--- config.mk ---
export PLATFORM = sky130hd
export DESIGN_NAME = dead_reckoning_odometry_core
export DESIGN_NICKNAME = d
export VERILOG_FILES = /design/src/rtl/dro_pkg.sv /design/src/rtl/dead_reckoning_odometry_core.sv
export SDC_FILE = /design/constraint.sdc
export NUM_CORES = 2
export LEC_CHECK = 0
export ABC_AREA = 1
export BUFFER_PORTS_ARGS = -buffer_cell sky130_fd_sc_hd__buf_4
export CAP_MARGIN = 20
export CELL_PAD_IN_SITES_DETAIL_PLACEMENT = 0
export CELL_PAD_IN_SITES_GLOBAL_PLACEMENT = 2
export CORE_UTILIZATION = 39
export DETAILED_ROUTE_END_ITERATION = 6
export PLACE_DENSITY = 0.8
export SETUP_SLACK_MARGIN = 0.15
export SLEW_MARGIN = 20
export SYNTH_ARGS = -nofsm -noshare
export SYNTH_HDL_FRONTEND = slang
export SYNTH_SLANG_ARGS = --single-unit
--- constraint.sdc ---
create_clock -name clk -period 11.2 [get_ports clk]
set_clock_uncertainty 0.05 [all_clocks]
set_input_delay 2.24 -clock clk [delete_from_list [all_inputs] [get_ports clk]]
set_output_delay 2.24 -clock clk [all_outputs]
set_load 0.005 [all_outputs]
--- src/rtl/dro_pkg.sv ---
`timescale 1ns / 1ps

package dro_pkg;

	localparam int CORDIC_STEPS = 16;
	localparam int ANGLE_BITS   = 32;
	localparam int ATAN_DEPTH   = 24;
	localparam int CORDIC_ITERS = (CORDIC_STEPS < ATAN_DEPTH) ? CORDIC_STEPS : ATAN_DEPTH;
	localparam int STEP_W       = $clog2(CORDIC_ITERS);
	localparam int ATAN_IDX_W   = $clog2(ATAN_DEPTH);

	localparam logic [31:0] ANGLE_MASK = 32'hFFFF_FFFF << (32 - ANGLE_BITS);

	localparam logic signed [33:0] CORDIC_GAIN = 34'sd652032874;
	localparam logic signed [31:0] INV_PI_Q20  = 32'sd333772;

	localparam int SPEED_W   = 24;
	localparam int TIME_W    = 20;
	localparam int ACC_W     = 48;
	localparam int PHASE_W   = 32;
	localparam int POS_W     = 32;
	localparam int QUAT_W    = 16;

	localparam int IN_TDATA_W  = 24;
	localparam int OUT_TDATA_W = 2 * POS_W + PHASE_W + 2 * QUAT_W;

	localparam int CFG_INDEX_W = 1;
	localparam logic [CFG_INDEX_W-1:0] REG_LINEAR_SPEED  = 1'd0;
	localparam logic [CFG_INDEX_W-1:0] REG_ANGULAR_SPEED = 1'd1;

	localparam logic [SPEED_W-1:0] LINEAR_SPEED_RST  = 24'd6554;
	localparam logic [SPEED_W-1:0] ANGULAR_SPEED_RST = 24'd6554;

	// atan(2^-i), 2^32 = 2*pi
	function automatic logic [31:0] atan_lut(input logic [ATAN_IDX_W-1:0] idx);
		logic [31:0] r;
		case (idx)
			5'd0: begin r = 32'h20000000; end
			5'd1: begin r = 32'h12E4051D; end
			5'd2: begin r = 32'h09FB385B; end
			5'd3: begin r = 32'h051111D4; end
			5'd4: begin r = 32'h028B0D43; end
			5'd5: begin r = 32'h0145D7E1; end
			5'd6: begin r = 32'h00A2F61E; end
			5'd7: begin r = 32'h00517C55; end
			5'd8: begin r = 32'h0028BE53; end
			5'd9: begin r = 32'h00145F2E; end
			5'd10: begin r = 32'h000A2F98; end
			5'd11: begin r = 32'h000517CC; end
			5'd12: begin r = 32'h00028BE6; end
			5'd13: begin r = 32'h000145F3; end
			5'd14: begin r = 32'h0000A2F9; end
			5'd15: begin r = 32'h0000517C; end
			5'd16: begin r = 32'h000028BE; end
			5'd17: begin r = 32'h0000145F; end
			5'd18: begin r = 32'h00000A2F; end
			5'd19: begin r = 32'h00000517; end
			5'd20: begin r = 32'h0000028B; end
			5'd21: begin r = 32'h00000145; end
			5'd22: begin r = 32'h000000A2; end
			5'd23: begin r = 32'h00000051; end
			default: begin r = 32'h0; end
		endcase
		return r;
	endfunction

	// Q2.30 -> Q1.15, round half up, saturate
	function automatic logic [QUAT_W-1:0] to_q15(input logic signed [33:0] v);
		logic signed [34:0] sum;
		logic signed [19:0] r;
		logic [QUAT_W-1:0] q;
		sum = 35'(v) + 35'sd16384;
		r = 20'(sum >>> 15);
		if (r > 20'sd32767) begin
			q = 16'h7FFF;
		end else if (r < -20'sd32768) begin
			q = 16'h8000;
		end else begin
			q = r[QUAT_W-1:0];
		end
		return q;
	endfunction

endpackage

--- src/rtl/dead_reckoning_odometry_core.sv ---
`timescale 1ns / 1ps

// Unicycle dead-reckoning odometry. Each input word carries the elapsed time since the
// previous tick (2^-20 s units). The core advances x/y by linear_speed * dt along the
// heading held before the tick, advances the heading by angular_speed * dt, and returns
// pos_x, pos_y (Q16.16 m, wrapping), the heading phase (2^32 = 4*pi) and the yaw
// quaternion z/w (Q1.15). An accepted word goes through two 16-step rotation CORDIC
// passes on one shift-add unit, six products on a single shared 32x32 multiplier plus
// the heading add, a reload state and an output state. A new word is accepted only
// while the sequencer is idle, so the next word is not taken until the last has left
// it. A finished result sits in the output register and does not block the next
// accept; the word after it waits in the sequencer until that register is taken.
// Speed registers are written through the cfg port; the user keeps this to while the core is idle (not enforced).
module dead_reckoning_odometry_core (
	input  logic                                 clk,
	input  logic                                 arst_n,
	input  logic                                 cfg_we,
	input  logic [dro_pkg::CFG_INDEX_W-1:0]      cfg_index,
	input  logic [dro_pkg::SPEED_W-1:0]          cfg_data,
	input  logic                                 s_tvalid,
	output logic                                 s_tready,
	input  logic [dro_pkg::IN_TDATA_W-1:0]       s_tdata,   // [19:0] elapsed_time
	output logic                                 m_tvalid,
	input  logic                                 m_tready,
	output logic [dro_pkg::OUT_TDATA_W-1:0]      m_tdata    // pos_x, pos_y, heading, quat_z, quat_w
);
	import dro_pkg::*;

	localparam logic [3:0] ST_IDLE = 4'd0;
	localparam logic [3:0] ST_C1   = 4'd1;
	localparam logic [3:0] ST_MVT  = 4'd2;
	localparam logic [3:0] ST_MD   = 4'd3;
	localparam logic [3:0] ST_MX   = 4'd4;
	localparam logic [3:0] ST_MY   = 4'd5;
	localparam logic [3:0] ST_MHI  = 4'd6;
	localparam logic [3:0] ST_MLO  = 4'd7;
	localparam logic [3:0] ST_HEAD = 4'd8;
	localparam logic [3:0] ST_C2I  = 4'd9;
	localparam logic [3:0] ST_C2   = 4'd10;
	localparam logic [3:0] ST_DONE = 4'd11;

	localparam logic signed [32:0] Z_QUARTER = 33'sh0_4000_0000;
	localparam logic signed [32:0] Z_HALF    = 33'sh0_8000_0000;
	localparam logic [STEP_W-1:0]  STEP_LAST = STEP_W'(CORDIC_ITERS - 1);

	logic [3:0]                state_q;
	logic [SPEED_W-1:0]        lin_q;
	logic [SPEED_W-1:0]        ang_q;
	logic [TIME_W-1:0]         t_q;
	logic [ACC_W-1:0]          x_acc_q;
	logic [ACC_W-1:0]          y_acc_q;
	logic [PHASE_W-1:0]        heading_q;

	logic signed [33:0]        cx_q;
	logic signed [33:0]        cy_q;
	logic signed [32:0]        cz_q;
	logic                      cneg_q;
	logic [STEP_W-1:0]         step_q;

	logic signed [63:0]        prod_q;
	logic signed [27:0]        d_q;
	logic [43:0]               p_q;
	logic [35:0]               hi_q;

	logic                      out_valid_q;
	logic [POS_W-1:0]          out_x_q;
	logic [POS_W-1:0]          out_y_q;
	logic [PHASE_W-1:0]        out_h_q;
	logic [QUAT_W-1:0]         out_qz_q;
	logic [QUAT_W-1:0]         out_qw_q;

	logic                      in_fire;
	logic                      out_free;
	logic                      cordic_init;
	logic                      cordic_run;
	logic [31:0]               angle;
	logic signed [32:0]        z_in;
	logic signed [32:0]        z_fold;
	logic                      neg_fold;
	logic signed [33:0]        xs;
	logic signed [33:0]        ys;
	logic signed [32:0]        atan_v;
	logic signed [33:0]        c_val;
	logic signed [33:0]        s_val;
	logic signed [31:0]        mul_a;
	logic signed [31:0]        mul_b;
	logic [57:0]               dh_full;

	assign in_fire     = s_tvalid && s_tready;
	assign s_tready    = (state_q == ST_IDLE);
	assign out_free    = !out_valid_q || m_tready;
	assign cordic_init = in_fire || (state_q == ST_C2I);
	assign cordic_run  = (state_q == ST_C1) || (state_q == ST_C2);

	// fold angle into [-pi/2, pi/2]
	always_comb begin
		angle = (state_q == ST_IDLE) ? {heading_q[30:0], 1'b0} : heading_q;
		angle = angle & ANGLE_MASK;
		z_in = {angle[31], angle};
		z_fold = z_in;
		neg_fold = 1'b0;
		if (z_in > Z_QUARTER) begin
			z_fold = z_in - Z_HALF;
			neg_fold = 1'b1;
		end else if (z_in < -Z_QUARTER) begin
			z_fold = z_in + Z_HALF;
			neg_fold = 1'b1;
		end
	end

	assign xs     = cx_q >>> step_q;
	assign ys     = cy_q >>> step_q;
	assign atan_v = {1'b0, atan_lut(ATAN_IDX_W'(step_q))};
	assign c_val  = cneg_q ? -cx_q : cx_q;
	assign s_val  = cneg_q ? -cy_q : cy_q;

	always_comb begin
		case (state_q)
			ST_MVT: begin
				mul_a = 32'(signed'(lin_q));
				mul_b = signed'({12'd0, t_q});
			end
			ST_MD: begin
				mul_a = 32'(signed'(ang_q));
				mul_b = INV_PI_Q20;
			end
			ST_MX: begin
				mul_a = c_val[31:0];
				mul_b = 32'(d_q);
			end
			ST_MY: begin
				mul_a = s_val[31:0];
				mul_b = 32'(d_q);
			end
			ST_MHI: begin
				mul_a = 32'(signed'(p_q[43:22]));
				mul_b = signed'({12'd0, t_q});
			end
			ST_MLO: begin
				mul_a = signed'({10'd0, p_q[21:0]});
				mul_b = signed'({12'd0, t_q});
			end
			default: begin
				mul_a = '0;
				mul_b = '0;
			end
		endcase
	end

	assign dh_full = {hi_q, 22'd0} + prod_q[57:0];

	always_ff @(posedge clk or negedge arst_n) begin
		if (!arst_n) begin
			state_q     <= ST_IDLE;
			lin_q       <= LINEAR_SPEED_RST;
			ang_q       <= ANGULAR_SPEED_RST;
			x_acc_q     <= '0;
			y_acc_q     <= '0;
			heading_q   <= '0;
			step_q      <= '0;
			out_valid_q <= 1'b0;
		end else begin
			if (cfg_we) begin
				case (cfg_index)
					REG_LINEAR_SPEED: begin lin_q <= cfg_data; end
					REG_ANGULAR_SPEED: begin ang_q <= cfg_data; end
					default: begin end
				endcase
			end
			if (state_q == ST_DONE && out_free) begin
				out_valid_q <= 1'b1;
			end else if (m_tvalid && m_tready) begin
				out_valid_q <= 1'b0;
			end
			if (cordic_run) begin
				step_q <= (step_q == STEP_LAST) ? '0 : step_q + 1'b1;
			end
			case (state_q)
				ST_IDLE: begin
					if (in_fire) begin
						state_q <= ST_C1;
					end
				end
				ST_C1: begin
					if (step_q == STEP_LAST) begin
						state_q <= ST_MVT;
					end
				end
				ST_MVT: begin state_q <= ST_MD; end
				ST_MD: begin state_q <= ST_MX; end
				ST_MX: begin state_q <= ST_MY; end
				ST_MY: begin
					x_acc_q <= x_acc_q + {{2{prod_q[63]}}, prod_q[63:18]};
					state_q <= ST_MHI;
				end
				ST_MHI: begin
					y_acc_q <= y_acc_q + {{2{prod_q[63]}}, prod_q[63:18]};
					state_q <= ST_MLO;
				end
				ST_MLO: begin state_q <= ST_HEAD; end
				ST_HEAD: begin
					heading_q <= heading_q + dh_full[57:26];
					state_q <= ST_C2I;
				end
				ST_C2I: begin state_q <= ST_C2; end
				ST_C2: begin
					if (step_q == STEP_LAST) begin
						state_q <= ST_DONE;
					end
				end
				ST_DONE: begin
					if (out_free) begin
						state_q <= ST_IDLE;
					end
				end
				default: begin state_q <= ST_IDLE; end
			endcase
		end
	end

	always_ff @(posedge clk) begin
		prod_q <= mul_a * mul_b;
		if (in_fire) begin
			t_q <= s_tdata[TIME_W-1:0];
		end
		if (cordic_init) begin
			cx_q   <= CORDIC_GAIN;
			cy_q   <= '0;
			cz_q   <= z_fold;
			cneg_q <= neg_fold;
		end else if (cordic_run) begin
			if (!cz_q[32]) begin
				cx_q <= cx_q - ys;
				cy_q <= cy_q + xs;
				cz_q <= cz_q - atan_v;
			end else begin
				cx_q <= cx_q + ys;
				cy_q <= cy_q - xs;
				cz_q <= cz_q + atan_v;
			end
		end
		if (state_q == ST_MD) begin
			d_q <= prod_q[43:16];
		end
		if (state_q == ST_MX) begin
			p_q <= prod_q[43:0];
		end
		if (state_q == ST_MLO) begin
			hi_q <= prod_q[35:0];
		end
		if (state_q == ST_DONE && out_free) begin
			out_x_q  <= x_acc_q[47:16];
			out_y_q  <= y_acc_q[47:16];
			out_h_q  <= heading_q;
			out_qz_q <= to_q15(s_val);
			out_qw_q <= to_q15(c_val);
		end
	end

	assign m_tvalid = out_valid_q;
	assign m_tdata  = {out_qw_q, out_qz_q, out_h_q, out_y_q, out_x_q};

`ifndef ASSERT_OFF
	a_accept_starts: assert property (@(posedge clk) disable iff (!arst_n)
		in_fire |=> (state_q == ST_C1))
		else $error("accept did not start first rotation pass");

	a_heading_hold: assert property (@(posedge clk) disable iff (!arst_n)
		(state_q != ST_HEAD) |=> (heading_q == $past(heading_q)))
		else $error("heading changed outside update step");

	a_xacc_hold: assert property (@(posedge clk) disable iff (!arst_n)
		(state_q != ST_MY) |=> $stable(x_acc_q))
		else $error("x accumulator changed outside its step");

	a_result_load: assert property (@(posedge clk) disable iff (!arst_n)
		(state_q == ST_DONE && out_free) |=> (m_tvalid && state_q == ST_IDLE))
		else $error("finished word not presented");

	a_step_zero: assert property (@(posedge clk) disable iff (!arst_n)
		(state_q == ST_IDLE || state_q == ST_C2I) |-> (step_q == '0))
		else $error("rotation step counter not cleared between passes");
`endif

endmodule

Word-level counts from Yosys, hierarchy flattened --
Memories as Yosys holds them, arrays and structs flattened. Index checks and enable logic that the tools add are counted. W data, S select, Z words.
Storage, ports and cells: register bits after elaboration 607, bits in read-only memories 480, memories 1
Operators by class: add/subtract/negate cells 17, multipliers 1, $lt $le $gt $ge 6, eq/ne operators 16, shift operators 2, mux-type cells 23, bitwise gates (word level) 1, reductions and logical operators 15
Memories:
- (no name shown) | depth 16, width 30, read ports 1, clocked after Yosys merged registers in 0, write ports 0, RTL line dro_pkg.sv:37 | case (idx)
Operator list (count):
- $pmux W32 S6 | 1
- $mux W33 | 5
- $mux W34 | 4
- $add A48 B48 Y48 | 2
- $pmux W32 S3 | 1
- $add A34 B16 Y35 const B | 2
- $add A34 B34 Y34 | 2
- $neg A34 Y34 | 2
- $sshr A34 B4 Y34 | 2
- $sub A34 B34 Y34 | 2
- $mul A32 B32 Y64 | 1
- $add A58 B58 Y58 | 1
- $pmux W4 S12 | 1
- $gt A20 B16 Y1 const B | 2
- $lt A20 B16 Y1 const B | 2
- $add A32 B33 Y33 const B | 1
- $add A33 B33 Y33 | 1
- $sub A32 B33 Y33 const B | 1
- $sub A33 B33 Y33 | 1
- $add A32 B32 Y32 | 1
- $gt A32 B32 Y1 const B | 1
- $lt A32 B31 Y1 const B | 1
- $mux W16 | 2
- $mux W32 | 1
- 19 further kinds | 41

Logic depth before layout (Yosys ltp) --
word-level depth 6, gate-level depth with buffers 45, depth with buffers taken out 44

Worst setup path before layout --
No wires, ideal clock.
kind register -> register, start point reg state_q[1], end point reg prod_q[61], arrival time 9158 ps, setup slack 1879 ps, stages on the path, launching flop included 35, buffers on the path 3, clock period less this slack 9321 ps, cells stage by stage dfrtp_1 clkbuf_1 nor2_1 inv_2 nor2_1 clkbuf_1 nand3_1 nand3_1 buf_2 nand2_1 fa_1 inv_1 fa_1 inv_1 fa_1 fa_1 inv_1 fa_1 fa_1 fa_1 inv_1 fa_1 inv_1 ha_1 nand2_1 nor2_1 inv_1 nor4_1 nand3_1 nand3_1 a31oi_1 o21bai_1 nand2_1 nand3_1 nand2_1
On the way: word-level cells in the longest chain between the ends 4
RTL lines:
- start, declared | RTL line dead_reckoning_odometry_core.sv:46 | logic [3:0] state_q;
- start signal, assigned | RTL line dead_reckoning_odometry_core.sv:154 | state_q <= ST_IDLE;
- start signal, assigned | RTL line dead_reckoning_odometry_core.sv:181 | state_q <= ST_C1;
- start signal, assigned | RTL line dead_reckoning_odometry_core.sv:186 | state_q <= ST_MVT;
- $eq A4 B3 Y1 or $eq A4 B2 Y1 (tied branches) | RTL line dead_reckoning_odometry_core.sv:118 | case (state_q)
- $reduce_or A3 Y1 (no line) or $reduce_or A2 Y1 (tied branches)
- $pmux W32 S3 | RTL line dead_reckoning_odometry_core.sv:118
- $mul A32 B32 Y64 * | RTL line dead_reckoning_odometry_core.sv:222 | prod_q <= mul_a * mul_b;
- end signal, assigned | RTL line dead_reckoning_odometry_core.sv:222
- end, declared | RTL line dead_reckoning_odometry_core.sv:60 | logic signed [63:0] prod_q;
Every way passes the cells marked *; elsewhere a longest branch is shown, timed or not. A chain may end at the register's enable or synchronous reset.

Worst setup path in the final report --
start point reg state_q[2], end point reg prod_q[58]
The elaborated chain is that of the path after synthesis.

==> impl_metrics.csv <==
group,metric,value,unit
synth,syn-instance-count,10700,
clock_tree,post_cts_buffers,0,
job,maxCapViolCount,0,
timing,rsz0062_at_grt,"no",
timing,fmax,95.6,MHz
cells_and_area,drive_gt1_frac,0.0664,
synth,synth_flop_cell,"edfxtp_1",
worst_setup_path,startpoint_type,"flip-flop",
floorplan,std_cell_rows,167,
min_path,min_path_type,"flip-flop to flip-flop",
synth,synth_compound_area_frac,0.100,
global_routing,groute.layer.met1.usage,0.381,
floorplan,die_h,461,um
global_routing,grt_pass1_wl,454000,um
worst_setup_path,worst-path-max-fanout,34,
floorplan,pin_count,184,
global_routing,grt_util_met3,0.0316,
timing,min_period_over_period,0.934,
placed_design,port_buffers,179,
synth,async_flop_share,0.305,
clock_tree,clk_latency,0.73,ns
clock_tree,cts_tree,"built",
worst_setup_path,r2r-end,"prod_q[58]$_DFF_P_",
worst_setup_path,path_class,"flip-flop to flip-flop",
placed_design,place_congestion,0.930,
synth,seq_area_frac_synth,0.195,
drt,via_per_inst,5.14,
floorplan,die_x,461,um
placed_design,dp_hpwl,245000,um
worst_setup_path,cpMaxStageDelayCell,"fa_1",
worst_setup_path,r2r_start,"state_q[2]$_DFFE_PN0P_",
drt,num_vias,70100,
floorplan,die_area,212000,um2
synth,ys_warn_count,0,
global_routing,grt_remaining_overflow,0,
global_routing,grt_max_degree,86,
cells_and_area,fin_nets,12400,
synth,synthesis.nets,12300,
cells_and_area,final_cell_mix,"nand2_1, inv_1, fa_1, nor2_1, o21ai_0",
synth,synth_edf_count,290,
timing,hold_viol,0,
floorplan,start_util,0.394,
synth,ys_seq_elements,607,
timing,period_minus_slack,10.46,ns
drt,drc_errors,0,
worst_setup_path,end_kind,"flip-flop",
clock_tree,cts_buffer_depth,3,
synth,yosys.cell_types.count,75,
global_routing,antenna_found_initial,12,
worst_setup_path,critical_path_arrival,10.97,ns
cells_and_area,syn_to_final_growth,9.12,%
timing,tightest_slew,1.11,ns
drt,wirelength,302000,um
clock_tree,path_clk_slew,0.06,ns
drt,antenna_left,0,
worst_setup_path,critPathLaunch,"state_q[2]$_DFFE_PN0P_",
worst_setup_path,cp_common_cell,"fa_1",
clock_tree,root_buffer,"clkbuf_16",
worst_setup_path,reg2regPathDepth,31,
clock_tree,h-tree-depth,3,
worst_setup_path,cpPeakStageDelay,1.01,ns
synth,synth-simple-area-share,0.208,
timing,setup_viol,0,
drt,firstDrtPassIters,5,
synth,synth_xor_area_frac,0.0389,
timing,slew_headroom,0.254,
synth,synth_fa_ha_area_frac,0.333,
clock_tree,clkSinkCount,607,
global_routing,grt_pass1_vias,71100,
global_routing,gr-usage-met2,0.485,
clock_tree,cts_buffers,76,
synth,synth_top_family_by_area,"adder cells",
worst_setup_path,critPathCapture,"prod_q[58]$_DFF_P_",
synth,synthMuxAreaShare,0.000122,
timing,fin_tns_setup,0,ns
timing,slew_viol_final,0,
global_routing,grt_usage,0.287,
drt,drtIter0Drc,5200,
worst_setup_path,regToRegSetupSlack,0.74,ns
synth,netlist_area,82000,um2
worst_setup_path,cp.required,11.72,ns
synth,synth.avg_cell_area,7.67,um2
drt,wire_per_inst,22.2,um
status,status,"finished, final reports clean",
global_routing,busiest_layer,"met2",
cells_and_area,layout_commonest_cell,"nand2_1",
floorplan,core-area,208000,um2
## how the worst min path moves through the flow
stage | cells after the start | startpoint | slack, ns | endpoint
floorplan | 0 | prod_q[0]$_DFF_P_ | 0.35 | hi_q[0]$_DFFE_PN_
global placement | 0 | prod_q[1]$_DFF_P_ | 0.37 | p_q[1]$_DFFE_PP_
detailed placement | 0 | prod_q[1]$_DFF_P_ | 0.37 | p_q[1]$_DFFE_PP_
CTS | 0 | prod_q[7]$_DFF_P_ | 0.38 | hi_q[7]$_DFFE_PN_
global route | 0 | prod_q[7]$_DFF_P_ | 0.39 | hi_q[7]$_DFFE_PN_
finish | 0 | prod_q[4]$_DFF_P_ | 0.39 | hi_q[4]$_DFFE_PN_
## cell type report
cell class | instances | area (um2)
fillers | 21500 | 119000
multi-input cells | 7432 | 55900
flip-flops and latches | 607 | 16000
inverters | 2312 | 8680
well taps | 2788 | 3490
repair buffers | 349 | 2700
clock buffers | 99 | 2090
clock inverters | 43 | 597
diodes | 3 | 7.51
## layer usage
layer / wire (um) / up-vias
met2: 145000 / 1768
met4: 10900 / 2
met1: 132000 / 34600
li1: - / 33300
met3: 14600 / 372
met5: 13 / -
## flip-flops by register name (all words and copies together), names as in the netlist, 28 cells and up
name and count:
prod_q 64, x_acc_q 48, y_acc_q 48, p_q 44
hi_q 36, cx_q 34, cy_q 34, cz_q 33
heading_q 32, out_h_q 32, out_x_q 32, out_y_q 32
d_q 28
## timing repair
action	4_1_cts	5_1_grt
setup endpoints to repair	0	2
resized for setup	0	1
hold buffers	0	0
## metrics by stage
stage          hold WS, ns  setup slack (ns)  instance area [um2]  cells   util
6_report             0.387             0.743                89500  13600  0.430
3_3_place_gp         0.374             0.840                86800  13500  0.417
3_5_place_dp         0.370             0.738                86800  13500  0.417
4_1_cts              0.384             0.734                89500  13600  0.430
2_1_floorplan        0.354              1.88                82000  10700      -
5_1_grt              0.385             0.178                89500  13600  0.430
## critical path, delay by kind of cell (launching register included)
kind,cells,cell delay [ns]
flops,1,0.37
fa+ha+maj,9,5.18
xor+xnor,1,0.15
simple gates,4,0.66
buf+inv,9,2.45
compound gates,8,1.45
## cell usage after synthesis, types with 20 or more instances
cell type | number | share of area
inv_1 | 2270 | 0.10
xor2_1 | 219 | 0.023
nand2_2 | 47 | 0.0036
buf_1 | 31 | 0.0014
o211ai_1 | 30 | 0.0027
dfxtp_1 | 132 | 0.032
a21oi_1 | 489 | 0.030
nand3_1 | 548 | 0.033
a31oi_1 | 87 | 0.0066
nor4_1 | 34 | 0.0026
ha_1 | 460 | 0.070
nor2_2 | 33 | 0.0025
nand2_1 | 2478 | 0.11
o21ai_0 | 569 | 0.035
or2_2 | 35 | 0.0027
buf_2 | 128 | 0.0078
fa_1 | 1075 | 0.26
o21a_1 | 34 | 0.0031
a21o_1 | 31 | 0.0028
o221ai_1 | 21 | 0.0022
a221oi_1 | 28 | 0.0030
inv_2 | 32 | 0.0015
edfxtp_1 | 290 | 0.11
a22o_1 | 20 | 0.0021
nor2_1 | 700 | 0.032
xnor2_1 | 135 | 0.014
o21bai_1 | 38 | 0.0035
nand4_1 | 77 | 0.0059
clkbuf_1 | 165 | 0.0076
dfrtp_1 | 171 | 0.052
nor3_1 | 66 | 0.0040
## logic make-up (layout without fill, tap and decap cells)
| family | count (synthesis) | after routing |
|---|---|---|
| AND/OR/NAND/NOR | 4086 | 4086 |
| buffers and inverters | 2658 | 2803 |
| adder cells (fa/ha/maj) | 1535 | 1535 |
| AO/OA/AOI/OAI | 1451 | 1451 |
| flip-flops | 607 | 607 |
| XOR/XNOR | 359 | 359 |
| multiplexers | 1 | 1 |
| other | 0 | 3 |
Power is not shown: default switching activity piles up to over one toggle a cycle in this logic, so the estimate is an artifact.
